### config.mk
export PLATFORM = sky130hd
export DESIGN_NAME = sha_message_padder_core
export DESIGN_NICKNAME = d
export VERILOG_FILES = /design/src/design/sha_pad_pkg.sv /design/src/design/sha_pad_ctrl.sv /design/src/design/sha_pad_dp.sv /design/src/design/sha_message_padder_core.sv
export VERILOG_INCLUDE_DIRS = /design/src /design/src/design
export SDC_FILE = /design/constraint.sdc
export NUM_CORES = 1
export LEC_CHECK = 0
export ABC_AREA = 0
export BUFFER_PORTS_ARGS = -buffer_cell sky130_fd_sc_hd__buf_2
export CORE_ASPECT_RATIO = 0.75
export CORE_UTILIZATION = 35
export DETAILED_ROUTE_END_ITERATION = 8
export SYNTH_ARGS = -nofsm -noshare
export SYNTH_HDL_FRONTEND = slang
export SYNTH_SLANG_ARGS = --single-unit
### constraint.sdc
create_clock -name clock -period 3.95 [get_ports clock]
set_clock_uncertainty 0.2 [all_clocks]
set_input_delay 0.1975 -clock clock [delete_from_list [all_inputs] [get_ports clock]]
set_output_delay 0.1975 -clock clock [all_outputs]
set_load 0.02 [all_outputs]
### src/design/sha_message_padder_core_macros.svh
// Assertion macros for the SHA message padder.
// Each macro takes a label, clock, reset, antecedent, consequent and message.
`ifndef SHA_MESSAGE_PADDER_CORE_MACROS_SVH
`define SHA_MESSAGE_PADDER_CORE_MACROS_SVH

`ifndef NO_ASSERTIONS

// Consequent must hold in the same cycle as the antecedent.
`define SHA_PAD_ASSERT_NOW(label, clk, rst, ante, cons, msg) \
   label: assert property (@(posedge clk) disable iff (rst) (ante) |-> (cons)) \
      else $error(msg);

// Consequent must hold in the cycle after the antecedent.
`define SHA_PAD_ASSERT_NEXT(label, clk, rst, ante, cons, msg) \
   label: assert property (@(posedge clk) disable iff (rst) (ante) |=> (cons)) \
      else $error(msg);

`else

`define SHA_PAD_ASSERT_NOW(label, clk, rst, ante, cons, msg)
`define SHA_PAD_ASSERT_NEXT(label, clk, rst, ante, cons, msg)

`endif

`endif

### src/design/sha_pad_pkg.sv
package sha_pad_pkg;

   localparam logic [7:0] PAD_BYTE    = 8'h80;
   localparam logic [3:0] LENGTH_SLOT = 4'd14;
   localparam logic [3:0] BLOCK_LAST  = 4'd15;

   // what the datapath loads into the output register
   typedef enum logic [2:0] {
      EMIT_NONE,
      EMIT_DATA,
      EMIT_PAD,
      EMIT_ZERO,
      EMIT_LEN_HI,
      EMIT_LEN_LO
   } emit_type;

   typedef struct packed {
      logic     load_byte;
      logic     clear;
      emit_type emit;
   } dp_cmd_type;

   typedef struct packed {
      logic out_free;        // output register can take a word this cycle
      logic byte_full;       // three bytes pending, next byte completes a word
      logic wp_before_slot;  // next word emitted lands just before the length slot
   } dp_status_type;

endpackage

### src/design/sha_pad_ctrl.sv
module sha_pad_ctrl (
   input  logic                       clock,
   input  logic                       reset,
   input  logic                       req_tvalid,
   input  logic                       req_tuser,
   output logic                       req_tready,
   input  sha_pad_pkg::dp_status_type status,
   output sha_pad_pkg::dp_cmd_type    cmd
);

   typedef enum logic [2:0] {
      ST_DATA,
      ST_PAD,
      ST_ZERO,
      ST_LEN_HI,
      ST_LEN_LO
   } state_type;

   state_type state_ff;
   state_type state_in;

   always_comb begin
      state_in      = state_ff;
      req_tready    = 1'b0;
      cmd.load_byte = 1'b0;
      cmd.clear     = 1'b0;
      cmd.emit      = sha_pad_pkg::EMIT_NONE;
      case (state_ff)
         ST_DATA: begin
            req_tready = status.out_free;
            if (req_tvalid && status.out_free) begin
               if (!req_tuser) begin
                  cmd.load_byte = 1'b1;
                  if (status.byte_full) begin
                     cmd.emit = sha_pad_pkg::EMIT_DATA;
                  end
               end else begin
                  state_in = ST_PAD;
               end
            end
         end
         ST_PAD: begin
            if (status.out_free) begin
               cmd.emit = sha_pad_pkg::EMIT_PAD;
               state_in = status.wp_before_slot ? ST_LEN_HI : ST_ZERO;
            end
         end
         ST_ZERO: begin
            if (status.out_free) begin
               cmd.emit = sha_pad_pkg::EMIT_ZERO;
               state_in = status.wp_before_slot ? ST_LEN_HI : ST_ZERO;
            end
         end
         ST_LEN_HI: begin
            if (status.out_free) begin
               cmd.emit = sha_pad_pkg::EMIT_LEN_HI;
               state_in = ST_LEN_LO;
            end
         end
         ST_LEN_LO: begin
            if (status.out_free) begin
               cmd.emit  = sha_pad_pkg::EMIT_LEN_LO;
               cmd.clear = 1'b1;
               state_in  = ST_DATA;
            end
         end
         default: begin
            state_in = ST_DATA;
         end
      endcase
   end

   always_ff @(posedge clock) begin
      if (reset) begin
         state_ff <= ST_DATA;
      end else begin
         state_ff <= state_in;
      end
   end

endmodule

### src/design/sha_pad_dp.sv
module sha_pad_dp (
   input  logic                       clock,
   input  logic                       reset,
   input  logic [7:0]                 req_tdata,
   input  sha_pad_pkg::dp_cmd_type    cmd,
   output sha_pad_pkg::dp_status_type status,
   input  logic                       rsp_tready,
   output logic                       rsp_tvalid,
   output logic [31:0]                rsp_tdata,
   output logic                       rsp_tuser,
   output logic                       rsp_tlast
);

   logic [23:0] partial_ff, partial_in;
   logic [1:0]  byte_pos_ff, byte_pos_in;
   logic [3:0]  word_pos_ff, word_pos_in;
   logic [60:0] count_ff, count_in;
   logic        valid_ff, valid_in;
   logic [31:0] word_ff, word_in;
   logic        block_end_ff, block_end_in;
   logic        last_ff, last_in;
   logic [31:0] pad_word;

   // pending bytes, then 0x80, left-aligned
   always_comb begin
      case (byte_pos_ff)
         2'd0:    pad_word = {sha_pad_pkg::PAD_BYTE, 24'h0};
         2'd1:    pad_word = {partial_ff[7:0], sha_pad_pkg::PAD_BYTE, 16'h0};
         2'd2:    pad_word = {partial_ff[15:0], sha_pad_pkg::PAD_BYTE, 8'h0};
         default: pad_word = {partial_ff, sha_pad_pkg::PAD_BYTE};
      endcase
   end

   assign status.out_free       = !valid_ff || rsp_tready;
   assign status.byte_full      = (byte_pos_ff == 2'd3);
   assign status.wp_before_slot = (word_pos_ff == sha_pad_pkg::LENGTH_SLOT - 4'd1);

   always_comb begin
      partial_in   = partial_ff;
      byte_pos_in  = byte_pos_ff;
      word_pos_in  = word_pos_ff;
      count_in     = count_ff;
      valid_in     = valid_ff && !rsp_tready;
      word_in      = word_ff;
      block_end_in = block_end_ff;
      last_in      = last_ff;

      if (cmd.load_byte) begin
         count_in = count_ff + 61'd1;
         if (byte_pos_ff == 2'd3) begin
            partial_in  = 24'h0;
            byte_pos_in = 2'd0;
         end else begin
            partial_in  = {partial_ff[15:0], req_tdata};
            byte_pos_in = byte_pos_ff + 2'd1;
         end
      end

      if (cmd.emit != sha_pad_pkg::EMIT_NONE) begin
         valid_in     = 1'b1;
         block_end_in = (word_pos_ff == sha_pad_pkg::BLOCK_LAST);
         last_in      = (cmd.emit == sha_pad_pkg::EMIT_LEN_LO);
         word_pos_in  = word_pos_ff + 4'd1;
      end

      case (cmd.emit)
         sha_pad_pkg::EMIT_DATA:   word_in = {partial_ff, req_tdata};
         sha_pad_pkg::EMIT_PAD:    word_in = pad_word;
         sha_pad_pkg::EMIT_ZERO:   word_in = 32'h0;
         sha_pad_pkg::EMIT_LEN_HI: word_in = count_ff[60:29];
         sha_pad_pkg::EMIT_LEN_LO: word_in = {count_ff[28:0], 3'b000};
         default:                  word_in = word_ff;
      endcase

      if (cmd.clear) begin
         partial_in  = 24'h0;
         byte_pos_in = 2'd0;
         word_pos_in = 4'd0;
         count_in    = 61'd0;
      end
   end

   always_ff @(posedge clock) begin
      if (reset) begin
         partial_ff  <= 24'h0;
         byte_pos_ff <= 2'd0;
         word_pos_ff <= 4'd0;
         count_ff    <= 61'd0;
         valid_ff    <= 1'b0;
      end else begin
         partial_ff  <= partial_in;
         byte_pos_ff <= byte_pos_in;
         word_pos_ff <= word_pos_in;
         count_ff    <= count_in;
         valid_ff    <= valid_in;
      end
   end

   always_ff @(posedge clock) begin
      word_ff      <= word_in;
      block_end_ff <= block_end_in;
      last_ff      <= last_in;
   end

   assign rsp_tvalid = valid_ff;
   assign rsp_tdata  = word_ff;
   assign rsp_tuser  = block_end_ff;
   assign rsp_tlast  = last_ff;

endmodule

### src/design/sha_message_padder_core.sv
// A byte that completes a word shows on rsp in the cycle after its transaction.
// Throughput: one data byte per cycle while the output register drains freely.
// An end transaction blocks req while the controller walks the pad, zero and length
// words through one register, one padding word per cycle while that register drains freely.
// Reset (synchronous, active high) clears the packing state, byte count and rsp_tvalid.
`include "sha_message_padder_core_macros.svh"

module sha_message_padder_core (
   input  logic        clock,
   input  logic        reset,
   // request channel
   input  logic        req_tvalid,
   output logic        req_tready,
   input  logic [7:0]  req_tdata,   // [7:0] data_byte
   input  logic        req_tuser,   // [0] kind: 0 data byte, 1 end of message
   // response channel
   output logic        rsp_tvalid,
   input  logic        rsp_tready,
   output logic [31:0] rsp_tdata,   // [31:0] word
   output logic        rsp_tuser,   // [0] block_end
   output logic        rsp_tlast    // message_end, on the low length word
);

   // Command and status between the sequencer and the packing datapath.
   sha_pad_pkg::dp_cmd_type    cmd;
   sha_pad_pkg::dp_status_type status;

   // Controller: takes bytes while the output register is free, then steps
   // through pad word, any zero fill, length high and length low after an end.
   sha_pad_ctrl u_ctrl (
      .clock      (clock),
      .reset      (reset),
      .req_tvalid (req_tvalid),
      .req_tuser  (req_tuser),
      .req_tready (req_tready),
      .status     (status),
      .cmd        (cmd)
   );

   // Datapath: big-endian packing, byte counter, block word index and the
   // single output register that decouples rsp from req.
   sha_pad_dp u_dp (
      .clock      (clock),
      .reset      (reset),
      .req_tdata  (req_tdata),
      .cmd        (cmd),
      .status     (status),
      .rsp_tready (rsp_tready),
      .rsp_tvalid (rsp_tvalid),
      .rsp_tdata  (rsp_tdata),
      .rsp_tuser  (rsp_tuser),
      .rsp_tlast  (rsp_tlast)
   );

   // The low length word always closes a block.
   `SHA_PAD_ASSERT_NOW(a_last_ends_block, clock, reset, rsp_tvalid && rsp_tlast, rsp_tuser, "message end without block end")

   // An end transaction stops further request transactions while padding runs.
   `SHA_PAD_ASSERT_NEXT(a_end_blocks_req, clock, reset, req_tvalid && req_tready && req_tuser, !req_tready, "request taken during padding")

   // Two message ends are never back to back on the response side.
   `SHA_PAD_ASSERT_NEXT(a_no_double_last, clock, reset, rsp_tvalid && rsp_tready && rsp_tlast, !(rsp_tvalid && rsp_tlast), "repeated message end")

   // A data or padding word is only emitted once the output register can take it.
   `SHA_PAD_ASSERT_NOW(a_emit_when_free, clock, reset, cmd.emit != sha_pad_pkg::EMIT_NONE, status.out_free, "word emitted into a full output register")

endmodule
==> flow_summary.yaml, run 1 <==
outcome:
  status: "completed"
critical_path:
  timing.rr.end: "u_dp.count_ff[42]$_SDFFE_PP0P_"
  critPathCaptureType: "register"
  slowest_delay_ps: 810
  critical_path_required_ps: 4090
  reg2reg_depth: 5
  crit_chain: "or3_1 > nor4_1 > nand4_1 > or4_1 > a21oi_1"
  slowest_stage: "nor4_1"
  cp-start-kind: "register"
  endpoint: "u_dp.count_ff[42]$_SDFFE_PP0P_"
  reg2reg_slack_ps: 890
  cp_max_fo: 10
  r2r_start: "u_ctrl.state_ff[1]$_SDFFE_PP0P_"
  worst-endpoint-arrival_ps: 3200
  timing.critical_path.from: "u_ctrl.state_ff[1]$_SDFFE_PP0P_"
  crit_type: "register to register"
routing:
  drt_iter0_drc: 713
  drc: 0
  viasPerCell: 5.555
  vias: 5522
  drt_pre_antenna_iters: 6
  wire_per_inst_um: 17.89
  wirelength_um: 17780
  drtAntennaViolNets: 0
cells_and_area:
  fin_area_um2: 7337
  area_growth_pct: 19.50
  diodes: 0
  num-nets-final: 766
  layout_commonest_cell: "nand2_1"
  final_cell_mix: "nand2_1 (132), dfxtp_1 (95), a21oi_1 (54)"
  drive_gt1_frac: 0.1332
  fillers: 1640
timing:
  maxSlewHeadroom: 0.3904
  max_freq_mhz: 327.1
  fin_tns_setup_ps: 0
  worst_pin_slew_ps: 906.1
  final_max_slew_viol_count: 0
  whs_ps: 83.19
  postLayoutSetupSlackWorst_ps: 893.1
  setup_viol: 0
  rsz0062_at_grt: "no"
  fin_crit_ps: 3057
  finalHoldViolCount: 0
  finalCritPeriodShare: 0.7739
placed_design:
  place_congestion: 0.9005
  postPlaceCellArea_um2: 6601
  pre_cts_slack_ps: 967.1
  port_buffers: 48
  dp_hpwl_um: 12780
power:
  ir_worst_vdd_mv: 0.2187
  pwr_density_cell_nw_per_um2: 462.7
  p_leak_nw: 2.541
clocking:
  postCtsSetupBuffers: 0
  clk_latency_ps: 420
  cts_hold_buffers: 9
  numCtsBuffers: 17
  cts_root_buf: "clkbuf_16"
  cts_tree: "built"
  cts_resized: 0
  cts_buffer_depth: 2
  htreeDepth: 4
  clkTransAtPathRegs_ps: 60
  cts.sinks: 129
global_route:
  grt_overflow: 0
  grt_max_degree: 45
  grt_pass1_vias: 4801
  antenna_found_initial: 0
  grtUsageTotal: 0.2090
  grt_pass1_wl_um: 28190
floorplanning:
  core_um2: 16980
  rows: 41
  dieArea_um2: 18080
  die_h_um: 116.7
  pin_count: 49
  die-width_um: 154.9
  start_util: 0.3616
logic_synthesis:
  yosys_warnings: 0
  synth_flop_cell: "dfxtp_1"
  syn_inst: 702
  synth.area.top_cells: "dfxtp_1 (31%), edfxtp_1 (17%), nand2_1 (8.1%), a21oi_1 (4.4%), a222oi_1 (4.2%)"
  yosysTopAreaCellShare: 0.3098
  yosysUniqueCellTypes: 48
  synth.avg_cell_area_um2: 8.746
  yosysSeqAreaShare: 0.4761
  async_flop_share: 0
  synth_edf_count: 34
  synth_area_leader_cell: "dfxtp_1"
  synth_nets: 723
  synth_area_um2: 6140
  ys_seq_elements: 129
job:
  drv_cap: 0
worst_hold_path:
  hp-class: "input pin to register"
routing by layer:
| metal | GRT usage | share of wire | vias to the layer above |
|---|---|---|---|
| li1 | - | - | 2663 |
| met1 | 0.3150 | 0.48 | 2596 |
| met2 | 0.2922 | 0.41 | 248 |
| met3 | 0.05121 | 0.097 | 15 |
| met4 | 0.05545 | 0.0091 | 0 |
| met5 | 0 | 0 | - |
cell usage after synthesis, drive strengths merged (2+ instances only):
library cell	n
a21o	2
a21oi	54
a221oi	2
a222oi	26
a22o	9
a22oi	5
and2	2
and3	3
buf	11
clkbuf	35
dfxtp	95
edfxtp	34
ha	8
inv	28
mux2i	4
nand2	132
nand2b	3
nand3	21
nand4	22
nor2	40
nor2b	2
nor3	17
nor3b	2
nor4	18
o211ai	6
o21ai	22
o31ai	11
or2	7
or3	17
or4	23
xnor2	26
xor2	5
how the worst min path moves through the flow:
stage | from | endpoint | slack (ps) | cells after the start
2_1_floorplan | reset | u_dp.rsp_tvalid$_SDFF_PP0_ | 70 | 1
3_3_place_gp | u_dp.partial_ff[18]$_SDFFE_PP0P_ | u_dp.partial_ff[18]$_SDFFE_PP0P_ | 250 | 2
3_5_place_dp | u_dp.partial_ff[19]$_SDFFE_PP0P_ | u_dp.partial_ff[19]$_SDFFE_PP0P_ | 250 | 2
4_1_cts | rsp_tready | u_dp.rsp_tvalid$_SDFF_PP0_ | 70 | 3
5_1_grt | rsp_tready | u_dp.rsp_tvalid$_SDFF_PP0_ | 90 | 3
6_report | rsp_tready | u_dp.rsp_tvalid$_SDFF_PP0_ | 80 | 3
report_power, final:
| group | switching, mW | leakage, nW | internal (mW) |
|---|---|---|---|
| Clock | 0.571 | 0.316 | 1.15 |
| Sequential | 0.0294 | 1.09 | 1.40 |
| Combinational | 0.165 | 1.13 | 0.0753 |
cell type report:
| class | instances | area (µm²) | share of cell area |
|---|---|---|---|
| multi-input combinational | 499 | 2928 | 0.3990 |
| sequential | 129 | 2923 | 0.3984 |
| clock buffer | 22 | 464.2 | 0.06327 |
| timing repair buffer | 70 | 440.4 | 0.06003 |
| tap | 236 | 295.3 | 0.04025 |
| clock inverter | 10 | 181.4 | 0.02473 |
| inverter | 28 | 105.1 | 0.01432 |
stage by stage:
step,utilization,instances,total power [mW]
after floorplan,-,702,1.601
after CTS,0.4321,994,3.422
after global placement,0.3888,953,1.692
after detailed placement,0.3888,953,1.694
after global routing,0.4321,994,3.509
final,0.4321,994,3.395
logic make-up (layout without fill, tap and decap cells):
| logic type | after synthesis | after routing | share of synthesized area |
|---|---|---|---|
| simple gates | 314 | 314 | 0.2517 |
| buf+inv | 74 | 130 | 0.04891 |
| flops | 129 | 129 | 0.4761 |
| mux | 5 | 5 | 0.008356 |
| fa+ha+maj | 8 | 8 | 0.01630 |
| xor+xnor | 31 | 31 | 0.04422 |
| compound gates | 141 | 141 | 0.1545 |
registers in the layout (all words and copies together) (netlist names):
signal / cells
u_dp.rsp_tuser: 1
u_dp.rsp_tlast: 1
u_dp.word_pos_ff: 4
u_dp.rsp_tdata: 32
u_dp.partial_ff: 24
u_dp.byte_pos_ff: 2
u_dp.count_ff: 61
u_dp.rsp_tvalid: 1
u_ctrl.state_ff: 3
critical path: cells and delay by family (launching register included):
kind            cells  cell delay (ps)
compound gates      1              140
simple gates        4             2240
flops               1              400
(Power assumes the default switching activity.)
==> inputs of run 2 (changes only) <==
==> constraint.sdc (replaced) <==
create_clock -name clock -period 2.8 [get_ports clock]
set_clock_uncertainty 0.2 [all_clocks]
set_input_delay 0.14 -clock clock [delete_from_list [all_inputs] [get_ports clock]]
set_output_delay 0.14 -clock clock [all_outputs]
set_load 0.02 [all_outputs]
==> run 2 against run 1 <==
Effect of this change: setup slack got worse by 810 ps; count of clock-buffer cells in the layout is 2 lower; largest cell class unchanged; sequential power is 41% higher; critical path type unchanged; critical path depth stayed put; first-iteration DRC count fell by 3.5%; core utilization up 1.0 points; power grew 35%; sequential share of layout area shrank 0.94 points; clock power up 28%; non-clock buffer count up 32; via count rose by 2.7%; largest power group unchanged; global-route usage rose by 0.34 points.
==> flow_summary.yaml, run 2 (same netlist as run 1, synthesis figures left out) <==
clocking:
  cts_tree: "built"
  numCtsBuffers: 17
  clk_latency_ps: 420
  htreeDepth: 4
  clkTransAtPathRegs_ps: 60
  cts.sinks: 129
  cts_root_buf: "clkbuf_16"
  cts_buffer_depth: 2
cells_and_area:
  num-nets-final: 798
  diodes: 0
  multi_input_area_um2: 2933
  fillers: 1655
  fin_area_um2: 7513
  drive_gt1_frac: 0.1734
  area_growth_pct: 22.38
  layout_commonest_cell: "nand2_1"
  largest-register: "u_dp.count_ff"
  largest_register_ffs: 61
  register_area_um2: 2923
  instances_no_fill: 1026
  final_cell_mix: "nand2_1 (132), dfxtp_1 (95), a21oi_1 (54)"
critical_path:
  crit_type: "register to register"
  cp_max_fo: 14
  timing.critical_path.from: "u_ctrl.state_ff[2]$_SDFFE_PP0P_"
  reg2reg_depth: 5
  critical_path_required_ps: 2900
  reg2reg_slack_ps: 90
  r2r_start: "u_ctrl.state_ff[2]$_SDFFE_PP0P_"
  critPathCaptureType: "register"
  cp-start-kind: "register"
  endpoint: "u_dp.count_ff[16]$_SDFFE_PP0P_"
  worst-endpoint-arrival_ps: 2820
  timing.rr.end: "u_dp.count_ff[16]$_SDFFE_PP0P_"
routing:
  vias: 5670
  drc: 0
  drt_iter0_drc: 688
  wirelength_um: 18330
  drt_pre_antenna_iters: 9
  drtAntennaViolNets: 0
  viasPerCell: 5.526
  wire_per_inst_um: 17.86
worst_hold_path:
  hp-class: "input pin to register"
  hp-start: "rsp_tready"
global_route:
  grt_use_met3: 0.06494
  antenna_found_initial: 0
  grt_pass1_wl_um: 28550
  grtUsageMet1: 0.3073
  grtUsageTotal: 0.2124
  grtUsageMet2: 0.3003
  grt_busiest_layer: "met1"
  grt_pass1_vias: 4997
  grt_overflow: 0
  grt_max_degree: 34
timing:
  fin_crit_ps: 2712
  max_freq_mhz: 368.7
  rsz0062_at_grt: "no"
  fin_tns_setup_ps: 0
  setup_viol: 0
  worst_pin_slew_ps: 532.1
  finalHoldViolCount: 0
  finalCritPeriodShare: 0.9686
  maxSlewHeadroom: 0.6453
  final_max_slew_viol_count: 0
placed_design:
  place_congestion: 0.9687
  postPlaceCellArea_um2: 6829
  port_buffers: 48
  placed_cells: 985
  dp_hpwl_um: 13230
outcome:
  status: "completed"
power:
  pwr_density_cell_nw_per_um2: 608.6
  ir_worst_vdd_mv: 0.3267
  p_leak_nw: 2.663
  finalPower_mw: 4.572
job:
  drv_cap: 0
floorplanning:
  die_h_um: 116.7
  rows: 41
  die-width_um: 154.9
  pin_count: 49
  start_util: 0.3616
  core_um2: 16980
  dieArea_um2: 18080
==> run 2: report_power, final <==
| part | total, mW | internal, mW | switching [mW] |
|---|---|---|---|
| sequential | 2.02 | 1.98 | 0.0391 |
| clock | 2.21 | 1.36 | 0.847 |
| combinational | 0.348 | 0.111 | 0.236 |
==> run 2: how the worst min path moves through the flow <==
| stage | endpoint | slack (ps) | cells past startpoint |
|---|---|---|---|
| after floorplan | u_dp.rsp_tvalid$_SDFF_PP0_ | 9 | 1 |
| after global placement | u_dp.rsp_tvalid$_SDFF_PP0_ | 200 | 2 |
| after detailed placement | u_dp.rsp_tvalid$_SDFF_PP0_ | 200 | 2 |
| after CTS | u_dp.rsp_tvalid$_SDFF_PP0_ | 3 | 3 |
| after global routing | u_dp.rsp_tvalid$_SDFF_PP0_ | 60 | 3 |
| final | u_dp.rsp_tvalid$_SDFF_PP0_ | 30 | 3 |
==> run 2: critical path: stages (launching register included) <==
cell	delay, ps
dfxtp_1	360
or3_1	520
or4_2	890
nor4_1	400
xnor2_1	170
nor2_1	50
==> run 2: timing repair <==
action | CTS | global route
gates resized for setup | 0 | 1
hold endpoints to repair | 20 | 0
hold buffers | 9 | 0
endpoints found under the setup margin | 0 | 7
setup buffers | 0 | 0
==> run 2: metal layers <==
layer | share of wire | up-vias
met5 | 0 | -
li1 | - | 2726
met3 | 0.10 | 22
met1 | 0.47 | 2690
met4 | 0.015 | 0
met2 | 0.41 | 232
==> run 2: per-stage QoR <==
step           worst slack [ps]  hold WS, ps    util
6_report                  87.85        26.91  0.4425
5_1_grt                   4.536        56.65  0.4425
3_5_place_dp              105.9        196.7  0.4022
4_1_cts                   97.45        2.806  0.4422
3_3_place_gp              160.0        199.6  0.4022
2_1_floorplan             42.10        9.414       -
==> run 2: cell type report <==
class                           count  share of cell area
Clock buffer                       20             0.06078
Clock inverter                     12             0.01765
Inverter                           28             0.01399
Multi-Input combinational cell    499              0.3903
Sequential cell                   129              0.3890
Tap cell                          236             0.03930
Timing Repair Buffer              102             0.08893
==> inputs of run 3 (changes only) <==
--- a/config.mk
+++ b/config.mk
@@ -9,6 +9,7 @@
 export ABC_AREA = 0
 export BUFFER_PORTS_ARGS = -buffer_cell sky130_fd_sc_hd__buf_2
 export CORE_ASPECT_RATIO = 0.75
+export CORE_MARGIN = 4
 export CORE_UTILIZATION = 35
 export DETAILED_ROUTE_END_ITERATION = 8
 export SYNTH_ARGS = -nofsm -noshare
==> constraint.sdc (replaced) <==
create_clock -name clock -period 3.2 [get_ports clock]
set_clock_uncertainty 0.2 [all_clocks]
set_input_delay 0.48 -clock clock [delete_from_list [all_inputs] [get_ports clock]]
set_output_delay 0.48 -clock clock [all_outputs]
set_load 0.02 [all_outputs]
==> run 3 against run 2 <==
Effect of this change: first-iteration DRC count rose by 2.8%; sequential power fell by 12%; cell area fell by 2.9%; via count fell by 2.8%; register-to-register slack improved by 180 ps; maximum frequency fell by 7.4%; setup slack improved by 180 ps; non-clock buffer count fell by 32; worst hold slack improved by 77 ps; critical endpoint is now u_dp.count_ff[55]$_SDFFE_PP0P_; largest cell class unchanged.
==> flow_summary.yaml, run 3 (same netlist as run 1, synthesis figures left out) <==
outcome:
  status: "completed"
cells_and_area:
  diodes: 0
  num-nets-final: 766
  final_core_util: 0.4284
  largest_register_ffs: 61
  drive_gt1_frac: 0.1464
  layout_commonest_cell: "nand2_1"
  area_growth_pct: 18.83
  largest-register: "u_dp.count_ff"
  final_cell_mix: "nand2_1 (132), dfxtp_1 (95), a21oi_1 (54)"
timing:
  finalHoldViolCount: 0
  setup_viol: 0
  rsz0062_at_grt: "no"
  max_freq_mhz: 341.4
  fin_crit_ps: 2929
  worst_pin_slew_ps: 1139
  final_max_slew_viol_count: 0
  fin_tns_setup_ps: 0
  postLayoutSetupSlackWorst_ps: 270.7
  maxSlewHeadroom: 0.2348
  finalCritPeriodShare: 0.9154
critical_path:
  crit_type: "register to register"
  critPathTopFamily: "simple AND/OR/NAND/NOR gates"
  crit_path_frequent_cell: "or4_1"
  reg2reg_depth: 5
  crit_cells: 5
  slowest_stage: "or4_1"
  worst-endpoint-arrival_ps: 3100
  path_buf_inv: 0
  critical_path_required_ps: 3370
  timing.rr.end: "u_dp.count_ff[55]$_SDFFE_PP0P_"
  slowest_delay_ps: 690
  critPathCaptureType: "register"
  reg2reg_slack_ps: 270
  cp_max_fo: 8
  crit_chain: "or3_1 > or4_1 > nand4bb_1 > or4_1 > nand2_1"
  r2r_start: "u_ctrl.state_ff[2]$_SDFFE_PP0P_"
  cp-start-kind: "register"
clocking:
  cts_tree: "built"
  clkTransAtPathRegs_ps: 60
  numCtsBuffers: 17
  clk_latency_ps: 420
  cts_root_buf: "clkbuf_16"
  cts_hold_buffers: 0
  postCtsSetupBuffers: 0
  cts.sinks: 129
  htreeDepth: 4
  cts_buffer_depth: 2
routing:
  drtAntennaViolNets: 0
  viasPerCell: 5.547
  wire_per_inst_um: 18.37
  drt_pre_antenna_iters: 6
  wirelength_um: 18260
  drc: 0
  drt_iter0_drc: 707
  vias: 5514
floorplanning:
  pin_count: 49
  dieArea_um2: 19750
  rows: 41
  die-width_um: 160.9
  start_util: 0.3605
  core_um2: 17030
  die_h_um: 122.7
placed_design:
  port_buffers: 48
  dp_hpwl_um: 13030
  pre_cts_slack_ps: 250.4
  place_congestion: 0.9218
global_route:
  grt_overflow: 0
  grt_pass1_vias: 5031
  grt_max_degree: 40
  grtUsageTotal: 0.1886
  grt_pass1_wl_um: 28610
  antenna_found_initial: 0
power:
  p_leak_nw: 2.530
  ir_worst_vdd_mv: 0.2905
  finalPower_mw: 4.106
  pwr_density_cell_nw_per_um2: 562.7
worst_hold_path:
  hold_path_end: "u_dp.rsp_tvalid$_SDFF_PP0_"
  min_path_cells: 2
  hp-start: "reset"
  hp-class: "input pin to register"
job:
  drv_cap: 0
-- run 3: cell count changes in the layout (fill, tap and decap cells not counted) --
cell           delta
clkinv_4          -1
clkinv_2          -1
clkbuf_1          +2
buf_12            +1
inv_6             -2
dlygate4sd3_1     -9
bufinv_16         +2
buf_4            -24
clkinv_1          +1
clkinvlp_4        -1
-- run 3: per-layer routing --
metal / track usage / vias to the layer above / routed length, µm
met1: 0.2701 / 2584 / 8448
met3: 0.06546 / 20 / 1923
li1: - / 2658 / -
met5: 0 / - / 0
met2: 0.2711 / 252 / 7584
met4: 0.04955 / 0 / 302
-- run 3: worst max-delay path by stage --
stage / startpoint / to / slack (ps)
global placement: u_dp.count_ff[11]$_SDFFE_PP0P_ / u_dp.count_ff[57]$_SDFFE_PP0P_ / 240
finish: u_ctrl.state_ff[2]$_SDFFE_PP0P_ / u_dp.count_ff[55]$_SDFFE_PP0P_ / 270
detailed placement: u_dp.count_ff[11]$_SDFFE_PP0P_ / u_dp.count_ff[23]$_SDFFE_PP0P_ / 250
global route: u_ctrl.state_ff[0]$_SDFFE_PP0P_ / u_dp.rsp_tdata[13]$_DFFE_PP_ / 60
floorplan: u_ctrl.state_ff[1]$_SDFFE_PP0P_ / u_dp.count_ff[32]$_SDFFE_PP0P_ / 370
CTS: u_dp.count_ff[11]$_SDFFE_PP0P_ / u_dp.count_ff[23]$_SDFFE_PP0P_ / 230
-- run 3: final cells by class --
type	instances	area, µm²
Clock buffer	22	464.2
Inverter	28	105.1
Clock inverter	10	157.7
Multi-Input combinational cell	499	2933
Sequential cell	129	2923
Tap cell	236	295.3
Fill cell	1708	9736
Timing Repair Buffer	70	417.9
-- run 3: metrics by stage --
step	hold slack, ps	instances	cell area (µm²)
after floorplan	236.6	702	6140
after global placement	246.2	962	6669
after detailed placement	248.7	962	6669
after CTS	82.00	994	7291
after global routing	115.8	994	7296
final	103.5	994	7296
-- run 3: timing repair --
item / 4_1_cts / 5_1_grt
hold endpoints to repair: 0 / 0
endpoints found under the setup margin: 0 / 1
gates resized for setup: 0 / 1
-- run 3: where the power goes --
group	switching [mW]	leakage [nW]	internal [mW]
Clock	0.705	0.298	1.34
Combinational	0.204	1.14	0.0883
Sequential	0.0363	1.09	1.73
